<file path="src/rtl/core/ucpd_pkg.sv">
// ----------------------------------------------------------------------------
// Unicode code point decoder package
// Shared types and constants for the decoder pipeline.
// ----------------------------------------------------------------------------
package ucpd_pkg;

  localparam int unsigned ByteW     = 8;
  localparam int unsigned LeftW     = 24;
  localparam int unsigned CodeW     = 32;
  localparam int unsigned UsedW     = 3;
  localparam int unsigned CfgIdxW   = 2;
  localparam int unsigned CfgDataW  = 2;
  localparam int unsigned Utf8ValW  = 21;
  localparam int unsigned UnitW     = 16;

  localparam logic [CfgIdxW-1:0] RegUnitSize    = CfgIdxW'(0);
  localparam logic [CfgIdxW-1:0] RegNativeOrder = CfgIdxW'(1);

  localparam logic [5:0] HighSurTag = 6'b110110;
  localparam logic [5:0] LowSurTag  = 6'b110111;
  localparam logic [Utf8ValW-1:0] SupplementaryBase = 21'h10000;

  typedef enum logic [1:0] {
    UNIT_UTF8  = 2'd0,
    UNIT_UTF16 = 2'd1,
    UNIT_UTF32 = 2'd2
  } unit_e;

  typedef struct packed {
    logic [3:0][ByteW-1:0] b;
    logic                  ge1;
    logic                  ge2;
    logic                  ge3;
    logic                  ge4;
    logic                  odd;
    logic                  mis4;
    unit_e                 unit;
    logic                  swap;
  } s1_t;

  typedef struct packed {
    unit_e                 unit;
    logic                  gate;
    logic                  ge2;
    logic                  ge3;
    logic                  ge4;
    logic [2:0]            len8;
    logic [3:1]            cont_ok;
    logic [3:0][ByteW-1:0] b;
    logic [UnitW-1:0]      hi;
    logic [UnitW-1:0]      lo;
    logic [CodeW-1:0]      word;
  } s2_t;

endpackage

</file>
<file path="src/rtl/core/ucpd_if.sv">
// ----------------------------------------------------------------------------
// Decoder channel interfaces
// Valid/ready channels for the byte window and for the decoded result.
// ----------------------------------------------------------------------------
interface ucpd_in_if;
  logic        valid;
  logic        ready;
  logic [7:0]  in_byte_0;
  logic [7:0]  in_byte_1;
  logic [7:0]  in_byte_2;
  logic [7:0]  in_byte_3;
  logic [23:0] bytes_left;

  modport source (output valid, in_byte_0, in_byte_1, in_byte_2, in_byte_3, bytes_left,
                  input ready);
  modport sink   (input valid, in_byte_0, in_byte_1, in_byte_2, in_byte_3, bytes_left,
                  output ready);
endinterface

interface ucpd_out_if;
  logic        valid;
  logic        ready;
  logic [31:0] code_point;
  logic [2:0]  bytes_used;
  logic        decode_ok;

  modport source (output valid, code_point, bytes_used, decode_ok, input ready);
  modport sink   (input valid, code_point, bytes_used, decode_ok, output ready);
endinterface

</file>
<file path="src/rtl/core/unicode_code_point_decoder_core.sv">
// ----------------------------------------------------------------------------
// Unicode code point decoder core
// Decodes one UTF-8, UTF-16 or UTF-32 code point from a four-byte window.
//
// The input channel carries the next four text bytes and the count of bytes
// left; the output channel returns the code point, the bytes used and a valid
// flag. The user must set unit size and byte order through the write port
// only while the block is idle; the block itself does not enforce this.
// Each transfer passes three register stages: window capture and masking,
// unit ordering and lead classification, then final decode into the output
// register. A new window is taken every cycle unless a stall fills all three.
// When the receiver stalls, the stages fill up one by one and input ready
// falls only once all three hold an item, so nothing is lost or repeated.
// Reset empties the pipeline and restores UTF-8 with native byte order.
// ----------------------------------------------------------------------------
module unicode_code_point_decoder_core (
  input  logic                           clk_i,
  input  logic                           rst_ni,
  input  logic                           cfg_we_i,
  input  logic [ucpd_pkg::CfgIdxW-1:0]   cfg_idx_i,
  input  logic [ucpd_pkg::CfgDataW-1:0]  cfg_wdata_i,
  ucpd_in_if.sink                        in_ch,
  ucpd_out_if.source                     out_ch
);
  import ucpd_pkg::*;

  unit_e            unit_q;
  logic             native_q;
  logic             v1_q, v2_q, v3_q;
  logic             adv1, adv2, adv3;
  s1_t              s1_d, s1_q;
  s2_t              s2_d, s2_q;
  logic [CodeW-1:0] cp_d, cp_q;
  logic [UsedW-1:0] used_d, used_q;
  logic             ok_d, ok_q;
  logic [LeftW-1:0] left;

  always_ff @(posedge clk_i or negedge rst_ni) begin
    if (!rst_ni) begin
      unit_q   <= UNIT_UTF8;
      native_q <= 1'b1;
    end else if (cfg_we_i) begin
      if (cfg_idx_i == RegUnitSize) begin
        unit_q <= unit_e'(cfg_wdata_i);
      end else if (cfg_idx_i == RegNativeOrder) begin
        native_q <= cfg_wdata_i[0];
      end
    end
  end

  assign adv3 = !v3_q || out_ch.ready;
  assign adv2 = !v2_q || adv3;
  assign adv1 = !v1_q || adv2;
  assign in_ch.ready = adv1;

  always_ff @(posedge clk_i or negedge rst_ni) begin
    if (!rst_ni) begin
      v1_q <= 1'b0;
      v2_q <= 1'b0;
      v3_q <= 1'b0;
    end else begin
      if (adv1) begin
        v1_q <= in_ch.valid;
      end
      if (adv2) begin
        v2_q <= v1_q;
      end
      if (adv3) begin
        v3_q <= v2_q;
      end
    end
  end

  assign left = in_ch.bytes_left;

  always_comb begin
    s1_d.ge1  = |left;
    s1_d.ge2  = |left[LeftW-1:1];
    s1_d.ge3  = (|left[LeftW-1:2]) || (&left[1:0]);
    s1_d.ge4  = |left[LeftW-1:2];
    s1_d.odd  = left[0];
    s1_d.mis4 = |left[1:0];
    s1_d.unit = unit_q;
    s1_d.swap = !native_q;
    s1_d.b[0] = s1_d.ge1 ? in_ch.in_byte_0 : '0;
    s1_d.b[1] = s1_d.ge2 ? in_ch.in_byte_1 : '0;
    s1_d.b[2] = s1_d.ge3 ? in_ch.in_byte_2 : '0;
    s1_d.b[3] = s1_d.ge4 ? in_ch.in_byte_3 : '0;
  end

  ucpd_unit_stage u_unit_stage (
    .s1_i (s1_q),
    .s2_o (s2_d)
  );

  always_comb begin
    ok_d   = 1'b0;
    cp_d   = '0;
    used_d = '0;
    if (s2_q.gate) begin
      case (s2_q.unit)
        UNIT_UTF8: begin
          case (s2_q.len8)
            3'd1: begin
              ok_d = 1'b1;
              cp_d = CodeW'(s2_q.b[0]);
            end
            3'd2: begin
              ok_d = s2_q.ge2 && s2_q.cont_ok[1];
              cp_d = CodeW'({s2_q.b[0][4:0], s2_q.b[1][5:0]});
            end
            3'd3: begin
              ok_d = s2_q.ge3 && (&s2_q.cont_ok[2:1]);
              cp_d = CodeW'({s2_q.b[0][3:0], s2_q.b[1][5:0], s2_q.b[2][5:0]});
            end
            3'd4: begin
              ok_d = s2_q.ge4 && (&s2_q.cont_ok);
              cp_d = CodeW'({s2_q.b[0][2:0], s2_q.b[1][5:0], s2_q.b[2][5:0],
                             s2_q.b[3][5:0]});
            end
            default: ok_d = 1'b0;
          endcase
          used_d = s2_q.len8;
        end
        UNIT_UTF16: begin
          if (s2_q.hi[15:10] == HighSurTag) begin
            ok_d   = s2_q.ge4 && (s2_q.lo[15:10] == LowSurTag);
            cp_d   = CodeW'(SupplementaryBase + {1'b0, s2_q.hi[9:0], s2_q.lo[9:0]});
            used_d = UsedW'(4);
          end else begin
            ok_d   = 1'b1;
            cp_d   = CodeW'(s2_q.hi);
            used_d = UsedW'(2);
          end
        end
        UNIT_UTF32: begin
          ok_d   = 1'b1;
          cp_d   = s2_q.word;
          used_d = UsedW'(4);
        end
        default: ok_d = 1'b0;
      endcase
    end
    if (!ok_d) begin
      cp_d   = '0;
      used_d = '0;
    end
  end

  always_ff @(posedge clk_i) begin
    if (adv1 && in_ch.valid) begin
      s1_q <= s1_d;
    end
    if (adv2 && v1_q) begin
      s2_q <= s2_d;
    end
    if (adv3 && v2_q) begin
      cp_q   <= cp_d;
      used_q <= used_d;
      ok_q   <= ok_d;
    end
  end

  assign out_ch.valid      = v3_q;
  assign out_ch.code_point = cp_q;
  assign out_ch.bytes_used = used_q;
  assign out_ch.decode_ok  = ok_q;

  assert property (@(posedge clk_i) disable iff (!rst_ni)
    !in_ch.ready |-> (v1_q && v2_q && v3_q))
    else $error("Input stalled while a pipeline stage was empty.");

  assert property (@(posedge clk_i) disable iff (!rst_ni)
    (v3_q && !ok_q) |-> (cp_q == '0 && used_q == '0))
    else $error("Rejected result carries a nonzero code point or byte count.");

  assert property (@(posedge clk_i) disable iff (!rst_ni)
    (v3_q && ok_q) |-> (used_q == 3'd1 || used_q == 3'd2 || used_q == 3'd3 ||
                        used_q == 3'd4))
    else $error("Accepted result has an impossible byte count.");

  assert property (@(posedge clk_i) disable iff (!rst_ni)
    (v3_q && ok_q && unit_q == UNIT_UTF32) |-> (used_q == 3'd4))
    else $error("UTF-32 result does not consume a full word.");

endmodule

</file>
<file path="src/rtl/core/ucpd_unit_stage.sv">
// ----------------------------------------------------------------------------
// Decoder unit stage
// Orders the window bytes into code units and classifies the UTF-8 lead.
// ----------------------------------------------------------------------------
module ucpd_unit_stage (
  input  ucpd_pkg::s1_t s1_i,
  output ucpd_pkg::s2_t s2_o
);
  import ucpd_pkg::*;

  logic [ByteW-1:0] lead;

  assign lead = s1_i.b[0];

  always_comb begin
    s2_o.unit = s1_i.unit;
    s2_o.ge2  = s1_i.ge2;
    s2_o.ge3  = s1_i.ge3;
    s2_o.ge4  = s1_i.ge4;
    s2_o.b    = s1_i.b;

    case (s1_i.unit)
      UNIT_UTF8:  s2_o.gate = s1_i.ge1;
      UNIT_UTF16: s2_o.gate = s1_i.ge2 && !s1_i.odd;
      UNIT_UTF32: s2_o.gate = s1_i.ge4 && !s1_i.mis4;
      default:    s2_o.gate = 1'b0;
    endcase

    if (!lead[7]) begin
      s2_o.len8 = 3'd1;
    end else if (lead[7:5] == 3'b110) begin
      s2_o.len8 = 3'd2;
    end else if (lead[7:4] == 4'b1110) begin
      s2_o.len8 = 3'd3;
    end else if (lead[7:3] == 5'b11110) begin
      s2_o.len8 = 3'd4;
    end else begin
      s2_o.len8 = 3'd0;
    end

    for (int i = 1; i < 4; i++) begin
      s2_o.cont_ok[i] = (s1_i.b[i][7:6] == 2'b10);
    end

    if (s1_i.swap) begin
      s2_o.hi   = {s1_i.b[0], s1_i.b[1]};
      s2_o.lo   = {s1_i.b[2], s1_i.b[3]};
      s2_o.word = {s1_i.b[0], s1_i.b[1], s1_i.b[2], s1_i.b[3]};
    end else begin
      s2_o.hi   = {s1_i.b[1], s1_i.b[0]};
      s2_o.lo   = {s1_i.b[3], s1_i.b[2]};
      s2_o.word = {s1_i.b[3], s1_i.b[2], s1_i.b[1], s1_i.b[0]};
    end
  end

endmodule
</file>
<file path="src/flat_wrapper.sv">
// flat-port wrapper written by rule: the top's interface ports become plain ports
module unicode_code_point_decoder_core_flat import ucpd_pkg::*;
  (clk_i, rst_ni, cfg_we_i, cfg_idx_i, cfg_wdata_i, in_ch_valid, in_ch_in_byte_0, in_ch_in_byte_1, in_ch_in_byte_2, in_ch_in_byte_3, in_ch_bytes_left, in_ch_ready, out_ch_valid, out_ch_code_point, out_ch_bytes_used, out_ch_decode_ok, out_ch_ready);
  ucpd_in_if in_ch_i ();
  ucpd_out_if out_ch_i ();
  input  logic clk_i;
  input  logic rst_ni;
  input  logic cfg_we_i;
  input  logic [ucpd_pkg::CfgIdxW-1:0] cfg_idx_i;
  input  logic [ucpd_pkg::CfgDataW-1:0] cfg_wdata_i;
  input wire logic [$bits(in_ch_i.valid)-1:0] in_ch_valid;
  input wire logic [$bits(in_ch_i.in_byte_0)-1:0] in_ch_in_byte_0;
  input wire logic [$bits(in_ch_i.in_byte_1)-1:0] in_ch_in_byte_1;
  input wire logic [$bits(in_ch_i.in_byte_2)-1:0] in_ch_in_byte_2;
  input wire logic [$bits(in_ch_i.in_byte_3)-1:0] in_ch_in_byte_3;
  input wire logic [$bits(in_ch_i.bytes_left)-1:0] in_ch_bytes_left;
  output wire logic [$bits(in_ch_i.ready)-1:0] in_ch_ready;
  output wire logic [$bits(out_ch_i.valid)-1:0] out_ch_valid;
  output wire logic [$bits(out_ch_i.code_point)-1:0] out_ch_code_point;
  output wire logic [$bits(out_ch_i.bytes_used)-1:0] out_ch_bytes_used;
  output wire logic [$bits(out_ch_i.decode_ok)-1:0] out_ch_decode_ok;
  input wire logic [$bits(out_ch_i.ready)-1:0] out_ch_ready;
  assign in_ch_i.valid = in_ch_valid;
  assign in_ch_i.in_byte_0 = in_ch_in_byte_0;
  assign in_ch_i.in_byte_1 = in_ch_in_byte_1;
  assign in_ch_i.in_byte_2 = in_ch_in_byte_2;
  assign in_ch_i.in_byte_3 = in_ch_in_byte_3;
  assign in_ch_i.bytes_left = in_ch_bytes_left;
  assign in_ch_ready = in_ch_i.ready;
  assign out_ch_valid = out_ch_i.valid;
  assign out_ch_code_point = out_ch_i.code_point;
  assign out_ch_bytes_used = out_ch_i.bytes_used;
  assign out_ch_decode_ok = out_ch_i.decode_ok;
  assign out_ch_i.ready = out_ch_ready;
  unicode_code_point_decoder_core u_core (.clk_i(clk_i), .rst_ni(rst_ni), .cfg_we_i(cfg_we_i), .cfg_idx_i(cfg_idx_i), .cfg_wdata_i(cfg_wdata_i), .in_ch(in_ch_i), .out_ch(out_ch_i));
endmodule
</file>
<file path="config.mk">
export PLATFORM = sky130hd
export DESIGN_NAME = unicode_code_point_decoder_core_flat
export DESIGN_NICKNAME = d
export VERILOG_FILES = /design/src/rtl/core/ucpd_pkg.sv /design/src/rtl/core/ucpd_if.sv /design/src/rtl/core/unicode_code_point_decoder_core.sv /design/src/rtl/core/ucpd_unit_stage.sv /design/src/flat_wrapper.sv
export SDC_FILE = /design/constraint.sdc
export NUM_CORES = 1
export LEC_CHECK = 0
export BUFFER_PORTS_ARGS = -buffer_cell sky130_fd_sc_hd__buf_2
export CORE_MARGIN = 2
export CORE_UTILIZATION = 45
export DETAILED_ROUTE_END_ITERATION = 10
export REMOVE_ABC_BUFFERS = 1
export SKIP_CTS_REPAIR_TIMING = 1
export SYNTH_ARGS = -nofsm -noshare
export SYNTH_HDL_FRONTEND = slang
export SYNTH_SLANG_ARGS = --single-unit
</file>
<file path="constraint.sdc">
create_clock -name clk_i -period 8.8 [get_ports clk_i]
set_clock_uncertainty 0.2 [all_clocks]
set_input_delay 0.44 -clock clk_i [delete_from_list [all_inputs] [get_ports clk_i]]
set_output_delay 0.44 -clock clk_i [all_outputs]
set_load 0.005 [all_outputs]
</file>
==> results.cfg, run 1 <==
[outcome]
outcome = complete, no violations

[critical_path]
crit_fanout = 28
worstPathCellList = and4bb_1, a31o_2, a221oi_1
cp.required_ns = 8.73
endpoint_kind = register
cp.arrival_ns = 2.83
crit_path_max_incr_delay_ns = 0.92
startpoint_type = register
path_class = reg2reg
crit_slowest_cell = and4bb_1

[timing]
timing.final.ws_setup_ns = 5.908
maxSlewHeadroom = 0.2814
tns_ns = 0
min_period_ns = 2.892
setup_viol = 0
tightest_slew_ns = 1.074
fin_crit_sh = 0.3286
rsz0062_at_grt = false
fmax_mhz = 345.8
finalHoldViolCount = 0
drv_slew = 0

[floorplan]
die_h_um = 139.9
rows = 49
coreArea_um2 = 18020
fp.dieW_um = 139.9
start_util = 0.4614
io_pins = 103
die_area_um2 = 19580

[cts]
clock_sinks = 185
cts.htree.levels = 4
clk_pin_slew_worst_paths_ns = 0.07
max-clock-path-buffers = 2
numCtsBuffers = 17
cts_tree = done
clock_latency_ns = 0.43
clockRootBuffer = clkbuf_16

[grt]
grt_usage = 0.1978
grt_overflow_total = 0
grt_pass1_wl_um = 29240
antenna_found_initial = 0
first_global_vias = 5238
grt_max_degree = 81

[power]
power_density_nw_per_um2 = 225.9
p_leak_nw = 3.669
irDropWorstVdd_v = 0.0001275

[layout]
final_nets = 768
insertedDiodeCount = 0
drive_gt1_frac = 0.2531
syn2layout_area_growth_pct = 15.41
fin_area_um2 = 9598

[routing]
detail-route-antenna-nets = 0
wl_per_cell_um = 19.96
via_per_inst = 5.554
vias = 5243
first_pass_iters = 8
drtIter0Drc = 476
drc = 0
wirelength_um = 18840

[logic_synthesis]
syn_area_um2 = 8317
synth-seq-area-share = 0.6645
syn_inst = 610
ys_warn_count = 0
ys_ff_latch = 185
synth_top_area_frac = 0.6463
syn-mean-instance-area_um2 = 13.63
yosys-top-cells-area = edfxtp_1 65%, nand2_1 4.6%, nor2b_1 3.1%
yosysTopAreaCell = edfxtp_1
synth_edf_count = 179
synth_cell_type_count = 57
synth_ff_type = edfxtp_1
async_flop_share = 0.03243

[placement]
placed_area_um2 = 8972
portBuffers = 102
gp_congestion = 0.8389
dp_hpwl_um = 12870
place_ws_ns = 5.950

[job]
cap_violations = 0

[worst_hold_path]
hold_path_class = in2reg
==> critical path: cells and delay by family, from the launching register on <==
family / cells / cell delay [ns]
flops: 1 / 0.42
simple gates: 1 / 0.92
compound gates: 2 / 1.05
==> worst paths after layout <==
check                                 from                     endpoint  slack [ns]  cells past startpoint
setup / recovery           u_core.s2_q[61]  u_core.out_ch.code_point[2]        5.91                      3
hold / removal                 in_ch_valid                  u_core.v1_q       0.005                      2
setup reg to reg           u_core.s2_q[61]  u_core.out_ch.code_point[2]        5.91                      3
hold reg to reg             u_core.s1_q[6]             u_core.s2_q[103]        0.23                      0
max in group asynchronous           rst_ni              u_core.native_q        8.01                      2
min in group asynchronous           rst_ni                  u_core.v2_q        0.17                      2
==> placed cells by master, fill, tap and decap left out, drive strengths merged, types with 2 or more instances in the layout <==
cell     count
nand4        4
a22oi       12
or3b         2
nand3b       3
clkbuf      23
nand2      102
mux2         3
nand2b      39
and3        28
nor2         3
nand3        5
nand4bb      7
o211ai       8
o311ai       3
edfxtp     179
mux2i       11
a31o         2
a222oi       5
and2         4
nor3         5
a21boi      11
dfrtp        5
o21bai       2
a221oi      21
a21oi        4
inv         16
buf        109
clkinv       4
a211oi       7
o21ai       14
or4bb        9
nor4         5
o2bb2ai      3
nor2b       41
nor3b        3
==> layer usage <==
metal	wire length (um)	vias to the layer above	track usage
met2	9084	177	0.3148
met4	372	0	0.07684
li1	-	2487	-
met5	0	-	0
met3	891	22	0.03487
met1	8490	2557	0.2734
==> state kept, by name, summed over array words and instances (netlist names), 2 cells and up <==
| signal | count |
|---|---|
| u_core.unit_q | 2 |
| u_core.out_ch.bytes_used | 3 |
| u_core.out_ch.code_point | 32 |
| u_core.s1_q | 41 |
| u_core.s2_q | 102 |
==> layout make-up <==
type	instances	area (um^2)
sequential	185	5527
clock buffer	23	543.0
fill	1562	8427
tap	229	286.5
inverter	12	45.04
clock inverter	9	72.57
multi-input combinational	376	2551
timing repair buffer	110	573.1
==> through the flow <==
stage,total power [mW],cells,hold WS [ns],utilization
floorplan,1.299,573,-0.05559,-
finish,2.168,944,0.005057,0.5325
detailed placement,1.414,911,0.07064,0.4978
CTS,2.180,943,-0.3917,0.5319
global placement,1.406,911,0.06316,0.4978
global route,2.247,944,0.01211,0.5325
==> kinds of logic (layout without fill, tap and decap cells) <==
kind of cell,count (synthesis),count (layout),share of synthesized area
AOI/OAI and AO/OA,95,95,0.1038
xor gates and xnor gates,2,2,0.002107
adders and majority gates,1,1,0.001504
buffers and inverters,49,154,0.02919
DFF,185,185,0.6645
muxes,14,14,0.01730
and+or+nand+nor,264,264,0.1816
==> synth_stat cells, types with 5 or more instances <==
cell type	instances
o21ai_1	7
a21boi_0	10
buf_2	5
a221oi_1	5
and3_1	28
buf_6	5
nand2_1	102
edfxtp_1	179
a211oi_2	6
or4bb_1	9
nand3_1	5
o211ai_1	8
mux2i_1	11
inv_1	12
a221oi_2	16
dfrtp_1	5
o21ai_0	6
clkbuf_1	21
nor2b_1	41
nor4_1	5
a22oi_1	12
nand2b_1	39
nand4bb_1	7
a222oi_1	5
==> report_power, final <==
| part | total, mW | switching (mW) | internal [mW] |
|---|---|---|---|
| sequential | 1.14 | 0.0575 | 1.08 |
| clock | 0.773 | 0.331 | 0.442 |
| combinational | 0.253 | 0.158 | 0.0947 |
(Power assumes the default switching activity.)
==> run 2: changes to the inputs <==
clock period = 2.9 ns   (was 8.8 ns; I/O delays follow)
==> run 2 against run 1 <==
The run now ends with negative hold slack left. Worst setup slack worse by 5.4 ns. Clock power rose to 3.2 times the previous value. Clock-buffer cell count fell by 6. Final cell count is 6.8% higher. Register-to-register slack worse by 5.4 ns. Largest power group unchanged. Wire length up 8.4%. Highest routed layer unchanged. Via count increased by 5.3%.
==> results.cfg, run 2 (same netlist as run 1, synthesis figures left out) <==
[outcome]
outcome = finished with violations
violations = negative hold slack

[timing]
hold_slack_ns = -0.007704
finalHoldViolCount = 1
setup_viol = 0
fin_crit_sh = 0.8185
tns_ns = 0
drv_slew = 0
tightest_slew_ns = 0.7508
maxSlewHeadroom = 0.4995
rsz0062_at_grt = false
timing.final.ws_setup_ns = 0.5264
fmax_mhz = 421.3
min_period_ns = 2.374

[worst_hold_path]
hold_path_class = in2async

[cts]
clock_sinks = 185
clk_pin_slew_worst_paths_ns = 0.07
max-clock-path-buffers = 2
cts.htree.levels = 4
clock_latency_ns = 0.43
numCtsBuffers = 17
cts_tree = done
clockRootBuffer = clkbuf_16

[layout]
largest_reg_flops = 102
n_fill_cell = 1498
final_cell_mix = 179 x edfxtp_1, 102 x nand2_1, 102 x buf_2
syn2layout_area_growth_pct = 23.14
drive_gt1_frac = 0.2580
layout_commonest_cell = edfxtp_1
insertedDiodeCount = 0
register_area_um2 = 5527
fin_util = 0.5682
multiInputGateArea_um2 = 2551
fin_area_um2 = 10240
final_nets = 832
stdcell_count = 1008
regMostFlops = u_core.s2_q

[critical_path]
endpoint_kind = register
cp.arrival_ns = 2.39
worstReg2RegStart = u_core.s2_q[99]
r2r_cells = 5
rr_endpoint = u_core.out_ch.code_point[2]
crit_fanout = 6
path_class = reg2reg
ff2ff_setup_slack_ns = 0.53
startpoint_type = register
cp.required_ns = 2.92

[routing]
wirelength_um = 20420
drtIter0Drc = 436
wl_per_cell_um = 20.26
first_pass_iters = 5
detail-route-antenna-nets = 0
drc = 0
vias = 5522
via_per_inst = 5.478

[floorplan]
start_util = 0.4614
fp.dieW_um = 139.9
die_h_um = 139.9
rows = 49
coreArea_um2 = 18020
die_area_um2 = 19580
io_pins = 103

[placement]
place_ws_ns = 0.5201
dp_hpwl_um = 14140
portBuffers = 102
placed_area_um2 = 9148
gp_congestion = 0.8341
dp.cells = 931

[grt]
grtUsageMet3 = 0.04342
grt_pass1_wl_um = 30590
grtUsageMet1 = 0.3004
grtUsageMet2 = 0.3276
antenna_found_initial = 0
grt_max_degree = 103
top_usage_layer = met2
grt_overflow_total = 0
first_global_vias = 5216
grt_usage = 0.2097

[job]
cap_violations = 0

[power]
irDropWorstVdd_v = 0.0004391
finalPower_mw = 6.849
power_density_nw_per_um2 = 668.7
p_leak_nw = 3.961
[run 2: power by group]
group	internal [mW]	switching, mW
Sequential	3.29	0.161
Clock	1.46	1.03
Combinational	0.370	0.535
[run 2: per-layer routing]
layer  vias to the layer above  share of wire
met5                         -              0
met4                         0          0.014
met3                        24          0.049
met2                       155           0.47
met1                      2734           0.46
li1                       2609              -
[run 2: critical path, cell delays in order, from the launching register on]
cell and delay, ns:
edfxtp_1 0.47, or3b_4 0.45, a21boi_2 0.35, buf_4 0.25
a22oi_1 0.10, a221oi_1 0.35
[run 2: area by class of cell]
class / count / area share
multi-input combinational: 376 / 0.2491
clock inverter: 15 / 0.02126
sequential: 185 / 0.5396
timing repair buffer: 174 / 0.1161
clock buffer: 17 / 0.04154
inverter: 12 / 0.004398
tap: 229 / 0.02798
[run 2: worst max path at each step]
stage / from / endpoint
floorplan: u_core.out_ch.valid / u_core.s2_q[0]
global placement: u_core.s2_q[99] / u_core.out_ch.code_point[2]
detailed placement: u_core.s2_q[99] / u_core.out_ch.code_point[2]
CTS: u_core.s2_q[99] / u_core.out_ch.code_point[2]
global route: u_core.s2_q[99] / u_core.out_ch.code_point[14]
finish: u_core.s2_q[99] / u_core.out_ch.code_point[2]
